`src/hw/rtl/mt_pkg.sv`:
```
// shared constants, payload types and control structs for the mt19937 generator
`default_nettype none
package mt_pkg;

    localparam int unsigned WORDS      = 624;
    localparam int unsigned ADDR_W     = 10;

    localparam logic [ADDR_W-1:0] WORDS_IDX  = 10'd624;
    localparam logic [ADDR_W-1:0] LAST_IDX   = 10'd623;
    localparam logic [ADDR_W-1:0] SHIFT_OFS  = 10'd397;
    localparam logic [ADDR_W-1:0] UNSEEDED   = 10'd625;

    localparam logic [31:0] TWIST_XOR    = 32'h9908b0df;
    localparam logic [31:0] TEMPER_B     = 32'h9d2c5680;
    localparam logic [31:0] TEMPER_C     = 32'hefc60000;
    localparam logic [31:0] SEED_MUL     = 32'd69069;
    localparam logic [31:0] DEFAULT_SEED = 32'd4357;

    localparam logic FUNC_DRAW = 1'b0;
    localparam logic FUNC_SEED = 1'b1;

    typedef struct packed {
        logic        func;
        logic [31:0] seed;
    } req_word_t;

    typedef struct packed {
        logic [31:0] value;
    } rsp_word_t;

    typedef struct packed {
        logic seed_load;
        logic seed_dflt;
        logic seed_step;
        logic tw_start;
        logic tw_rd;
        logic tw_wr;
        logic draw_rd;
        logic out_load;
    } cmd_t;

    typedef struct packed {
        logic unseeded;
        logic at_end;
        logic cnt_last;
        logic out_free;
    } status_t;

endpackage
`default_nettype wire

```
`src/hw/rtl/mt_ctrl.sv`:
```
// sequencer for seeding, twisting and drawing
`default_nettype none
module mt_ctrl (
    input  wire logic            clk,
    input  wire logic            rst_n,
    input  wire logic            in_valid,
    input  wire logic            in_func,
    output logic                 in_ready,
    input  wire mt_pkg::status_t status,
    output mt_pkg::cmd_t         cmd
);

    typedef enum logic [6:0] {
        ST_IDLE    = 7'b0000001,
        ST_SEED    = 7'b0000010,
        ST_TW_PRE  = 7'b0000100,
        ST_TW_RD   = 7'b0001000,
        ST_TW_WR   = 7'b0010000,
        ST_DRAW_RD = 7'b0100000,
        ST_DRAW_LD = 7'b1000000
    } state_t;

    state_t state_reg;
    state_t state_next;
    logic   pend_reg;
    logic   pend_next;
    logic   accept;

    assign in_ready = (state_reg == ST_IDLE);
    assign accept   = in_valid & in_ready;

    always_comb
    begin
        state_next = state_reg;
        pend_next  = pend_reg;
        cmd        = '0;

        case (state_reg)
            ST_IDLE:
            begin
                if (accept)
                begin
                    if (in_func == mt_pkg::FUNC_SEED)
                    begin
                        cmd.seed_load = 1'b1;
                        pend_next     = 1'b0;
                        state_next    = ST_SEED;
                    end
                    else if (status.unseeded)
                    begin
                        cmd.seed_load = 1'b1;
                        cmd.seed_dflt = 1'b1;
                        pend_next     = 1'b1;
                        state_next    = ST_SEED;
                    end
                    else if (status.at_end)
                    begin
                        cmd.tw_start = 1'b1;
                        state_next   = ST_TW_RD;
                    end
                    else
                    begin
                        cmd.draw_rd = 1'b1;
                        state_next  = ST_DRAW_LD;
                    end
                end
            end
            ST_SEED:
            begin
                cmd.seed_step = 1'b1;
                if (status.cnt_last)
                begin
                    state_next = pend_reg ? ST_TW_PRE : ST_IDLE;
                    pend_next  = 1'b0;
                end
            end
            ST_TW_PRE:
            begin
                cmd.tw_start = 1'b1;
                state_next   = ST_TW_RD;
            end
            ST_TW_RD:
            begin
                cmd.tw_rd  = 1'b1;
                state_next = ST_TW_WR;
            end
            ST_TW_WR:
            begin
                cmd.tw_wr  = 1'b1;
                state_next = status.cnt_last ? ST_DRAW_RD : ST_TW_RD;
            end
            ST_DRAW_RD:
            begin
                cmd.draw_rd = 1'b1;
                state_next  = ST_DRAW_LD;
            end
            ST_DRAW_LD:
            begin
                if (status.out_free)
                begin
                    cmd.out_load = 1'b1;
                    state_next   = ST_IDLE;
                end
            end
            default:
            begin
                state_next = ST_IDLE;
            end
        endcase
    end

    always_ff @(posedge clk or negedge rst_n)
    begin
        if (!rst_n)
        begin
            state_reg <= ST_IDLE;
            pend_reg  <= 1'b0;
        end
        else
        begin
            state_reg <= state_next;
            pend_reg  <= pend_next;
        end
    end

endmodule
`default_nettype wire

```
`config.mk`:
```
export PLATFORM = sky130hd
export DESIGN_NAME = mt_ctrl
export DESIGN_NICKNAME = d
export VERILOG_FILES = /design/src/hw/rtl/mt_pkg.sv /design/src/hw/rtl/mt_ctrl.sv
export SDC_FILE = /design/constraint.sdc
export NUM_CORES = 1
export LEC_CHECK = 0
export ABC_AREA = 1
export BUFFER_PORTS_ARGS = -buffer_cell sky130_fd_sc_hd__clkbuf_2
export CORE_AREA = 2 2 39 41
export CTS_CLUSTER_DIAMETER = 60
export DETAILED_ROUTE_END_ITERATION = 8
export DIE_AREA = 0 0 41 43
export GPL_ROUTABILITY_DRIVEN = 0
export HOLD_SLACK_MARGIN = 0.03
export PLACE_DENSITY = 0.78
export REMOVE_ABC_BUFFERS = 1
export SLEW_MARGIN = 15
export SYNTH_ARGS = -nofsm -noshare
export SYNTH_HDL_FRONTEND = slang
export SYNTH_SLANG_ARGS = --single-unit
export TNS_END_PERCENT = 1
```
`constraint.sdc`:
```
create_clock -name clk -period 2.05 [get_ports clk]
set_input_delay 0.41 -clock clk [delete_from_list [all_inputs] [get_ports clk]]
set_output_delay 0.41 -clock clk [all_outputs]
set_load 0.02 [all_outputs]
```
==> flow_metrics.env, run 1 <==
export IMPL_dr_wl_met2_um=610
export IMPL_fmax_mhz=511
export IMPL_grt_pass1_wl_um=2140
export IMPL_clockPowerShare=0.147
export IMPL_cts_max_level=1
export IMPL_max_stage_delay_ps=530
export IMPL_clk_path_buf_depth=2
export IMPL_utilization=0.530
export IMPL_power_mw=0.920
export IMPL_yosysWarnings=0
export IMPL_finalCriticalPeriod_ps=1960
export IMPL_largest_reg_flops=7
export IMPL_synthSimpleGateAreaFrac=0.492
export IMPL_antenna_found_initial=0
export IMPL_synth_compound_area_share=0.0681
export IMPL_grt_max_degree=10
export IMPL_drive_gt1_frac=0.324
export IMPL_die_area_mm2=0.00176
export IMPL_ys_ff_latch=8
export IMPL_wl_met1_um=602
export IMPL_worst_path_max_fanout=7
export IMPL_setup_worst_path_end_class="output port"
export IMPL_synth_area_leaders="dfrtp_1 (31%), nand2_1 (12%), nor2_1 (12%)"
export IMPL_cts_sinks=8
export IMPL_path_clk_slew_ps=60
export IMPL_ys_seq_area_frac=0.354
export IMPL_dpl_cell_area_um2=669
export IMPL_wl_met3_um=82
export IMPL_top_layer="met4"
export IMPL_pre_cts_ws_ps=322
export IMPL_grt_remaining_overflow=0
export IMPL_fin_nets=117
export IMPL_switchingPower_mw=0.424
export IMPL_sequentialPowerShare=0.254
export IMPL_cts_root_buf="clkbuf_4"
export IMPL_routed_via_density=4.94
export IMPL_synth_top_area_frac=0.308
export IMPL_dpl_hpwl_um=997
export IMPL_routed_wl_um=1320
export IMPL_synth_cell_types=18
export IMPL_leakagePower_nw=0.406
export IMPL_drv_cap=0
export IMPL_crit_path_frequent_cell="nor2_1"
export IMPL_worst_path_max_delay_cell="dfstp_2"
export IMPL_tightest_slew_ps=232
export IMPL_p_per_area_mw_per_mm2=1250
export IMPL_drtIter0Drc=18
export IMPL_path_class="reg2out"
export IMPL_final_setup_viol_count=0
export IMPL_fin_skew_ps=11.4
export IMPL_wl_per_cell_um=10.7
export IMPL_setup_tns_ps=0
export IMPL_avgSynthCellArea_um2=6.78
export IMPL_reg2reg_slack_ps=560
export IMPL_grt_pass1_vias=521
export IMPL_drc=0
export IMPL_p_sw_frac=0.461
export IMPL_synth_top_family_by_area="simple AND/OR/NAND/NOR gates"
export IMPL_final_cells=124
export IMPL_netlist_instances=84
export IMPL_boundaryPins=17
export IMPL_dp_cells=116
export IMPL_initial_core_util=0.411
export IMPL_fin_ws_ps=94.2
export IMPL_whs_ps=441
export IMPL_synth_top_area_cell="dfrtp_1"
export IMPL_hold_viol=0
export IMPL_status="completed"
export IMPL_arrival_ps=1550
export IMPL_drtPass1Iterations=4
export IMPL_cts_made_buffers=3
export IMPL_vias=613
export IMPL_n_antenna_cell=0
export IMPL_synth_xor_area_share=0
export IMPL_irDropWorstVdd_mv=0.662
export IMPL_crit_chain="inv_1 -> nor2_1 -> nand2_2 -> nor2_8 -> o21ai_1 -> nor2_1 -> buf_4"
export IMPL_period_share=0.954
export IMPL_rsz0062_at_grt="true"
export IMPL_syn2layout_area_growth_pct=28.8
export IMPL_io_buffers=16
export IMPL_p_comb_frac=0.599
export IMPL_grt_total_usage=0.177
export IMPL_cp_start_kind="register"
export IMPL_hold_class="in2reg"
export IMPL_slew_headroom=0.844
export IMPL_chipHeight_um=43
export IMPL_die_w_um=41
export IMPL_rows=14
export IMPL_p_int_mw=0.496
export IMPL_netlist_area_um2=569
export IMPL_drv_slew=0
export IMPL_synthMuxAreaShare=0
export IMPL_required_ps=1640
export IMPL_core_mm2=0.00138
export IMPL_synth_adder_area_share=0
export IMPL_final_area_um2=733
export IMPL_ant_nets=0
export IMPL_cts_tree="done"
export IMPL_clock_latency_ps=260
==> critical path, delay by kind of cell, from the launching register on <==
family	cells	cell delay, ps
compound gates	1	100
buf+inv	2	200
simple gates	4	480
flops	1	530
==> placed cells by master (no fill, tap or decap) <==
| cell type | netlist | final |
|---|---|---|
| buf_4 | 0 | 4 |
| nand3_2 | 1 | 1 |
| nor2_2 | 2 | 2 |
| nand2_1 | 18 | 17 |
| dlygate4sd3_1 | 0 | 1 |
| clkbuf_2 | 0 | 14 |
| inv_1 | 11 | 11 |
| nor2_8 | 1 | 1 |
| nor2_1 | 18 | 18 |
| dfrtp_1 | 7 | 7 |
| clkbuf_4 | 0 | 3 |
| nand4_1 | 1 | 1 |
| clkbuf_1 | 0 | 1 |
| nor3_1 | 5 | 5 |
| dfstp_2 | 1 | 1 |
| nor2_4 | 2 | 2 |
| buf_2 | 0 | 1 |
| nand2_2 | 2 | 3 |
| nand2_4 | 1 | 1 |
| o21ai_1 | 4 | 4 |
| a21oi_1 | 2 | 2 |
| nand3_1 | 5 | 5 |
| inv_2 | 2 | 2 |
| a31o_1 | 1 | 1 |
==> Yosys cell counts <==
cell and number:
nand2_1 18, nor2_1 18, inv_1 11, dfrtp_1 7, nand3_1 5, nor3_1 5
o21ai_1 4, a21oi_1 2, inv_2 2, nand2_2 2, nor2_2 2, nor2_4 2
a31o_1 1, dfstp_2 1, nand2_4 1, nand3_2 1, nand4_1 1, nor2_8 1
==> worst paths after layout <==
path,startpoint,end,cells after the start
hold reg to reg,pend_reg$_DFFE_PN0P_,pend_reg$_DFFE_PN0P_,2
setup reg to reg,state_reg[0]$_DFFE_PN1P_,pend_reg$_DFFE_PN0P_,10
max in group asynchronous,rst_n,state_reg[0]$_DFFE_PN1P_,2
setup / recovery,state_reg[0]$_DFFE_PN1P_,cmd[7],7
hold / removal,status[1],state_reg[5]$_DFFE_PN0P_,3
min in group asynchronous,rst_n,state_reg[4]$_DFFE_PN0P_,2
==> logic make-up after synthesis <==
family	Yosys count
buffers and inverters	13
AND/OR/NAND/NOR	56
flip-flops	8
AO/OA/AOI/OAI	7
==> area by class of cell <==
class                   count  area (um^2)
multi-input cells          63          322
inverters                  13         48.8
fillers                   135          651
repair buffers             20          115
flip-flops and latches      8          201
clock buffers               4         26.3
well taps                  16         20.0
==> routing by layer <==
layer	vias up	global-route usage
met4	0	0.0867
met1	271	0.237
met2	28	0.263
li1	310	-
met3	4	0.0314
met5	-	0
==> what timing repair did <==
item / CTS / global route
hold buffers: 1 / 0
setup endpoints to repair: 0 / 2
endpoints found under the hold margin: 7 / 0
setup buffers: 0 / 3
gates resized for setup: 0 / 4
==> power groups by stage <==
stage | clock (mW) | sequential, mW | combinational (mW)
2_1_floorplan | 0 | 0.230 | 0.366
3_3_place_gp | 0 | 0.233 | 0.457
3_5_place_dp | 0 | 0.236 | 0.464
4_1_cts | 0.136 | 0.233 | 0.467
5_1_grt | 0.147 | 0.237 | 0.613
6_report | 0.135 | 0.234 | 0.551
Power figures use the tool's default switching activity.
==> run 2: changes to the inputs <==
--- a/config.mk
+++ b/config.mk
@@ -15,6 +15,7 @@
 export HOLD_SLACK_MARGIN = 0.03
 export PLACE_DENSITY = 0.78
 export REMOVE_ABC_BUFFERS = 1
+export SETUP_SLACK_MARGIN = 0.2
 export SLEW_MARGIN = 15
 export SYNTH_ARGS = -nofsm -noshare
 export SYNTH_HDL_FRONTEND = slang
==> run 2 against run 1 <==
Net effect: clock power rose by 4%; critical path depth unchanged; core utilization up 3.3 points; sequential power is essentially flat; non-clock buffer count increased by 3; worst setup slack better by 55 ps; highest routed layer unchanged.
==> flow_metrics.env, run 2 (synthesis gave the netlist of run 1 again) <==
export IMPL_vias=643
export IMPL_fmax_mhz=526
export IMPL_cts_sinks=8
export IMPL_fin_nets=120
export IMPL_required_ps=1640
export IMPL_grt_remaining_overflow=0
export IMPL_wl_met3_um=77
export IMPL_dpl_hpwl_um=997
export IMPL_drtIter0Drc=14
export IMPL_initial_core_util=0.411
export IMPL_routed_via_density=5.06
export IMPL_largest_reg_flops=7
export IMPL_top_layer="met4"
export IMPL_leakagePower_nw=0.423
export IMPL_p_comb_frac=0.631
export IMPL_slew_headroom=0.845
export IMPL_grt_max_degree=9
export IMPL_cts_root_buf="clkbuf_4"
export IMPL_io_buffers=16
export IMPL_clock_latency_ps=270
export IMPL_wl_met1_um=630
export IMPL_rows=14
export IMPL_wl_per_cell_um=11.6
export IMPL_max_stage_delay_ps=530
export IMPL_cp_start_kind="register"
export IMPL_dr_wl_met2_um=740
export IMPL_hold_class="in2reg"
export IMPL_finalCriticalPeriod_ps=1900
export IMPL_drv_slew=0
export IMPL_switchingPower_mw=0.481
export IMPL_path_buf_inv=2
export IMPL_p_int_mw=0.544
export IMPL_hold_viol=0
export IMPL_status="completed"
export IMPL_core_mm2=0.00138
export IMPL_drive_gt1_frac=0.387
export IMPL_routed_wl_um=1480
export IMPL_fillers=123
export IMPL_fin_skew_ps=14.3
export IMPL_setup_tns_ps=0
export IMPL_clockPowerShare=0.138
export IMPL_period_share=0.927
export IMPL_rsz0062_at_grt="true"
export IMPL_boundaryPins=17
export IMPL_grt_total_usage=0.196
export IMPL_final_setup_viol_count=0
export IMPL_worst_path_max_fanout=6
export IMPL_n_antenna_cell=0
export IMPL_die_w_um=41
export IMPL_die_area_mm2=0.00176
export IMPL_p_sw_frac=0.469
export IMPL_tightest_slew_ps=230
export IMPL_utilization=0.563
export IMPL_worst_path_max_delay_cell="dfstp_2"
export IMPL_drtPass1Iterations=4
export IMPL_crit_chain="inv_2 -> nor2_2 -> nand2_2 -> nor2_8 -> o21ai_4 -> nor2_1 -> buf_4"
export IMPL_chipHeight_um=43
export IMPL_syn2layout_area_growth_pct=36.9
export IMPL_arrival_ps=1490
export IMPL_setup_worst_path_end_class="output port"
export IMPL_clk_path_buf_depth=2
export IMPL_irDropWorstVdd_mv=0.869
export IMPL_path_class="reg2out"
export IMPL_critical_path_top_delay_family="flip-flops"
export IMPL_layout_commonest_cell="nor2_1"
export IMPL_drc=0
export IMPL_final_cell_mix="nor2_1 (17), nand2_1 (16), clkbuf_2 (14)"
export IMPL_grt_pass1_wl_um=2360
export IMPL_p_per_area_mw_per_mm2=1310
export IMPL_cts_made_buffers=3
export IMPL_path_clk_slew_ps=70
export IMPL_ant_nets=0
export IMPL_sequentialPowerShare=0.231
export IMPL_cts_max_level=1
export IMPL_cts_tree="done"
export IMPL_grt_pass1_vias=581
export IMPL_drv_cap=0
export IMPL_antenna_found_initial=0
## run 2: final cells by class
cell class / instances / area [um^2] / area share
clock buffer: 4 / 26.3 / 0.0337
multi-input combinational: 63 / 343 / 0.440
inverter: 13 / 48.8 / 0.0626
timing repair buffer: 23 / 140 / 0.180
tap: 16 / 20.0 / 0.0257
sequential: 8 / 201 / 0.258
## run 2: worst paths after layout
check                                         startpoint  slack, ps                  endpoint  depth (start not counted)
worst max-delay path            state_reg[0]$_DFFE_PN1P_        150                    cmd[7]                          7
worst min-delay path                           status[1]        430  state_reg[5]$_DFFE_PN0P_                          3
worst max register to register  state_reg[0]$_DFFE_PN1P_        570      pend_reg$_DFFE_PN0P_                         10
worst min register to register      pend_reg$_DFFE_PN0P_        520      pend_reg$_DFFE_PN0P_                          2
max in group asynchronous                          rst_n       1270  state_reg[0]$_DFFE_PN1P_                          2
min in group asynchronous                          rst_n        510  state_reg[3]$_DFFE_PN0P_                          2
## run 2: power groups by stage
stage | clock [mW] | combinational (mW) | sequential [mW]
2_1_floorplan | 0 | 0.366 | 0.230
3_3_place_gp | 0 | 0.457 | 0.233
3_5_place_dp | 0 | 0.464 | 0.236
4_1_cts | 0.136 | 0.595 | 0.237
5_1_grt | 0.146 | 0.706 | 0.241
6_report | 0.141 | 0.646 | 0.237
## run 2: per-stage QoR
| stage | instance area, um^2 | worst slack [ps] | total power [mW] | hold WS (ps) | instances |
|---|---|---|---|---|---|
| after floorplan | 569 | 295 | 0.596 | 114 | 84 |
| after global placement | 669 | 368 | 0.690 | 269 | 116 |
| after detailed placement | 669 | 322 | 0.701 | 270 | 116 |
| after CTS | 762 | 111 | 0.967 | 443 | 126 |
| after global routing | 779 | 87.0 | 1.09 | 452 | 127 |
| final | 779 | 149 | 1.02 | 431 | 127 |
## run 2: worst register-to-register path, delay by kind of cell (launching register included)
family,cells,cell delay [ps]
and+or+nand+nor,7,550
buffers and inverters,2,190
DFF,1,530
AOI/OAI and AO/OA,1,100
## run 2: layer usage
layer | track usage | up-vias
met4 | 0.0867 | 0
met1 | 0.249 | 293
li1 | - | 319
met3 | 0.0314 | 5
met2 | 0.309 | 26
met5 | 0 | -
## run 2: what timing repair did
action / 4_1_cts / 5_1_grt
cloned: 0 / 0
endpoints found under the hold margin: 7 / 0
endpoints found under the setup margin: 4 / 7
gates resized for setup: 7 / 4
pin swaps: 3 / 3
hold buffers: 1 / 0
setup buffers: 5 / 1
==> run 3: changes to the inputs <==
--- a/config.mk
+++ b/config.mk
@@ -5,7 +5,6 @@
 export SDC_FILE = /design/constraint.sdc
 export NUM_CORES = 1
 export LEC_CHECK = 0
-export ABC_AREA = 1
 export BUFFER_PORTS_ARGS = -buffer_cell sky130_fd_sc_hd__clkbuf_2
 export CORE_AREA = 2 2 39 41
 export CTS_CLUSTER_DIAMETER = 60
@@ -13,7 +12,7 @@
 export DIE_AREA = 0 0 41 43
 export GPL_ROUTABILITY_DRIVEN = 0
 export HOLD_SLACK_MARGIN = 0.03
-export PLACE_DENSITY = 0.78
+export PLACE_DENSITY = 0.83
 export REMOVE_ABC_BUFFERS = 1
 export SETUP_SLACK_MARGIN = 0.2
 export SLEW_MARGIN = 15
==> run 3 against run 2 <==
Net effect: the flow now finishes with violations (setup timing); global-route usage increased by 6.5 points; die area unchanged; register-to-register slack worse by 370 ps; cell count fell by 11%; critical path depth is 3 lower.
==> flow_metrics.env, run 3 <==
export IMPL_status="complete, but fails checks"
export IMPL_violations="setup timing"
export IMPL_final_cell_mix="buf_4 (10), clkbuf_2 (8), buf_6 (7), dfrtp_1 (7), nor2_1 (6)"
export IMPL_synth_cell_types=34
export IMPL_synthFlopType="dfrtp_1"
export IMPL_cts_root_buf="clkbuf_4"
export IMPL_synth_edff_count=0
export IMPL_synth_top_area_frac=0.280
export IMPL_rows=14
export IMPL_drc=0
export IMPL_chipHeight_um=43
export IMPL_synth_area_leaders="dfrtp_1 (28%), mux2i_1 (4.8%), nor3_1 (4.8%)"
export IMPL_layout_commonest_cell="buf_4"
export IMPL_ys_ff_latch=8
export IMPL_final_setup_viol_count=4
export IMPL_busiest_layer="met2"
export IMPL_drive_gt1_frac=0.495
export IMPL_setup_worst_path_end_class="output port"
export IMPL_grt_util_met2=0.400
export IMPL_avgSynthCellArea_um2=9.07
export IMPL_slew_headroom=0.801
export IMPL_fillers=112
export IMPL_antenna_found_initial=0
export IMPL_synth_top_area_cell="dfrtp_1"
export IMPL_setup_tns_ps=-1510
export IMPL_routed_wl_um=1950
export IMPL_drv_cap=0
export IMPL_clk_path_buf_depth=2
export IMPL_fin_nets=106
export IMPL_netlist_area_um2=626
export IMPL_wl_per_cell_um=17.3
export IMPL_grt_total_usage=0.260
export IMPL_boundaryPins=17
export IMPL_die_area_mm2=0.00176
export IMPL_fmax_mhz=400
export IMPL_path_class="reg2out"
export IMPL_hold_class="in2reg"
export IMPL_synth_async_reset_ratio=1.00
export IMPL_leakagePower_nw=0.456
export IMPL_routed_via_density=5.96
export IMPL_grtUsageMet1=0.305
export IMPL_arrival_ps=2090
export IMPL_die_w_um=41
export IMPL_ant_nets=0
export IMPL_netlist_instances=69
export IMPL_path_clk_slew_ps=70
export IMPL_grt_pass1_wl_um=2900
export IMPL_utilization=0.683
export IMPL_crit_reg2reg_launch="state_reg[3]$_DFFE_PN0P_"
export IMPL_dpl_cell_area_um2=779
export IMPL_tightest_slew_ps=297
export IMPL_clock_latency_ps=280
export IMPL_worst_path_max_fanout=4
export IMPL_grt_max_degree=10
export IMPL_ys_seq_area_frac=0.322
export IMPL_rr_worst_depth=4
export IMPL_netlist_top_cells_count="dfrtp_1 (7), nor2_1 (7), nor3_1 (6)"
export IMPL_drtPass1Iterations=4
export IMPL_crit_start="state_reg[3]$_DFFE_PN0P_"
export IMPL_fin_skew_ps=15.4
export IMPL_syn2layout_area_growth_pct=51.0
export IMPL_cts_sinks=8
export IMPL_drv_slew=0
export IMPL_dpl_hpwl_um=1310
export IMPL_required_ps=1640
export IMPL_min_from="in_func"
export IMPL_irDropWorstVdd_mv=0.563
export IMPL_io_buffers=16
export IMPL_finalCriticalPeriod_ps=2500
export IMPL_cts_tree="done"
export IMPL_yosysWarnings=0
export IMPL_cts_made_buffers=3
export IMPL_largest_reg_flops=7
export IMPL_grt_remaining_overflow=0
export IMPL_cp_start_kind="register"
export IMPL_cts_max_level=1
export IMPL_period_share=1.22
export IMPL_post_cts_buffers=0
export IMPL_whs_path_depth=2
export IMPL_fin_ws_ps=-450
export IMPL_grt_pass1_vias=618
export IMPL_vias=674
export IMPL_n_antenna_cell=0
export IMPL_p_per_area_mw_per_mm2=1170
export IMPL_hold_viol=0
export IMPL_drtIter0Drc=11
export IMPL_grtUsageMet3=0.0681
export IMPL_rsz0062_at_grt="true"
export IMPL_final_area_um2=945
export IMPL_core_mm2=0.00138
export IMPL_initial_core_util=0.452
[run 3: layout make-up]
type,count,area [um^2],area share
Timing Repair Buffer,27,209,0.221
Tap cell,16,20.0,0.0212
Clock buffer,4,26.3,0.0278
Sequential cell,8,201,0.213
Inverter,2,7.51,0.00795
Multi-Input combinational cell,56,480,0.509
[run 3: per-layer routing]
metal,part of all wire,vias up
li1,-,313
met1,0.39,331
met2,0.54,25
met3,0.045,5
met4,0.027,0
met5,0,-
[run 3: report_power, final]
part	switching, mW	internal (mW)	total, mW
clock network	0.0679	0.0752	0.143
registers	0.0267	0.202	0.229
logic	0.386	0.347	0.734
total	0.481	0.625	1.11
[run 3: stage by stage]
| stage | hold slack [ps] | worst slack (ps) | power, mW | cells |
|---|---|---|---|---|
| detailed placement | 276 | -179 | 0.772 | 108 |
| global route | 437 | -510 | 1.18 | 113 |
| global placement | 269 | -126 | 0.758 | 108 |
| CTS | 407 | -489 | 0.965 | 113 |
| finish | 407 | -450 | 1.11 | 113 |
| floorplan | 114 | -280 | 0.591 | 66 |
[run 3: path summary, 6_finish.rpt]
kind	to	slack [ps]
max in group asynchronous	state_reg[0]$_DFFE_PN1P_	1270
worst min register to register	pend_reg$_DFFE_PN0P_	580
min in group asynchronous	pend_reg$_DFFE_PN0P_	510
worst max register to register	state_reg[6]$_DFFE_PN0P_	200
worst min-delay path	pend_reg$_DFFE_PN0P_	410
worst max-delay path	cmd[1]	-450
[run 3: cells by family (layout without fill, tap and decap cells)]
logic type	after synthesis	count (layout)	share of synthesized area
compound gates	12	12	0.166
simple gates	39	39	0.390
buf+inv	5	33	0.0460
flops	8	8	0.322
mux	3	3	0.0480
xor+xnor	2	2	0.0280
[run 3: worst max-delay path, cell delays in order, from the launching register on]
cell and delay [ps]:
dfrtp_1 380, or3_4 390, or4_4 560, o41ai_4 270, buf_4 200
[run 3: repair_timing]
action / in CTS / in global routing
gates resized for setup: 10 / 29
hold buffers: 1 / 0
pin swaps: 1 / 9
endpoints found under the hold margin: 7 / 0
setup endpoints to repair: 10 / 13
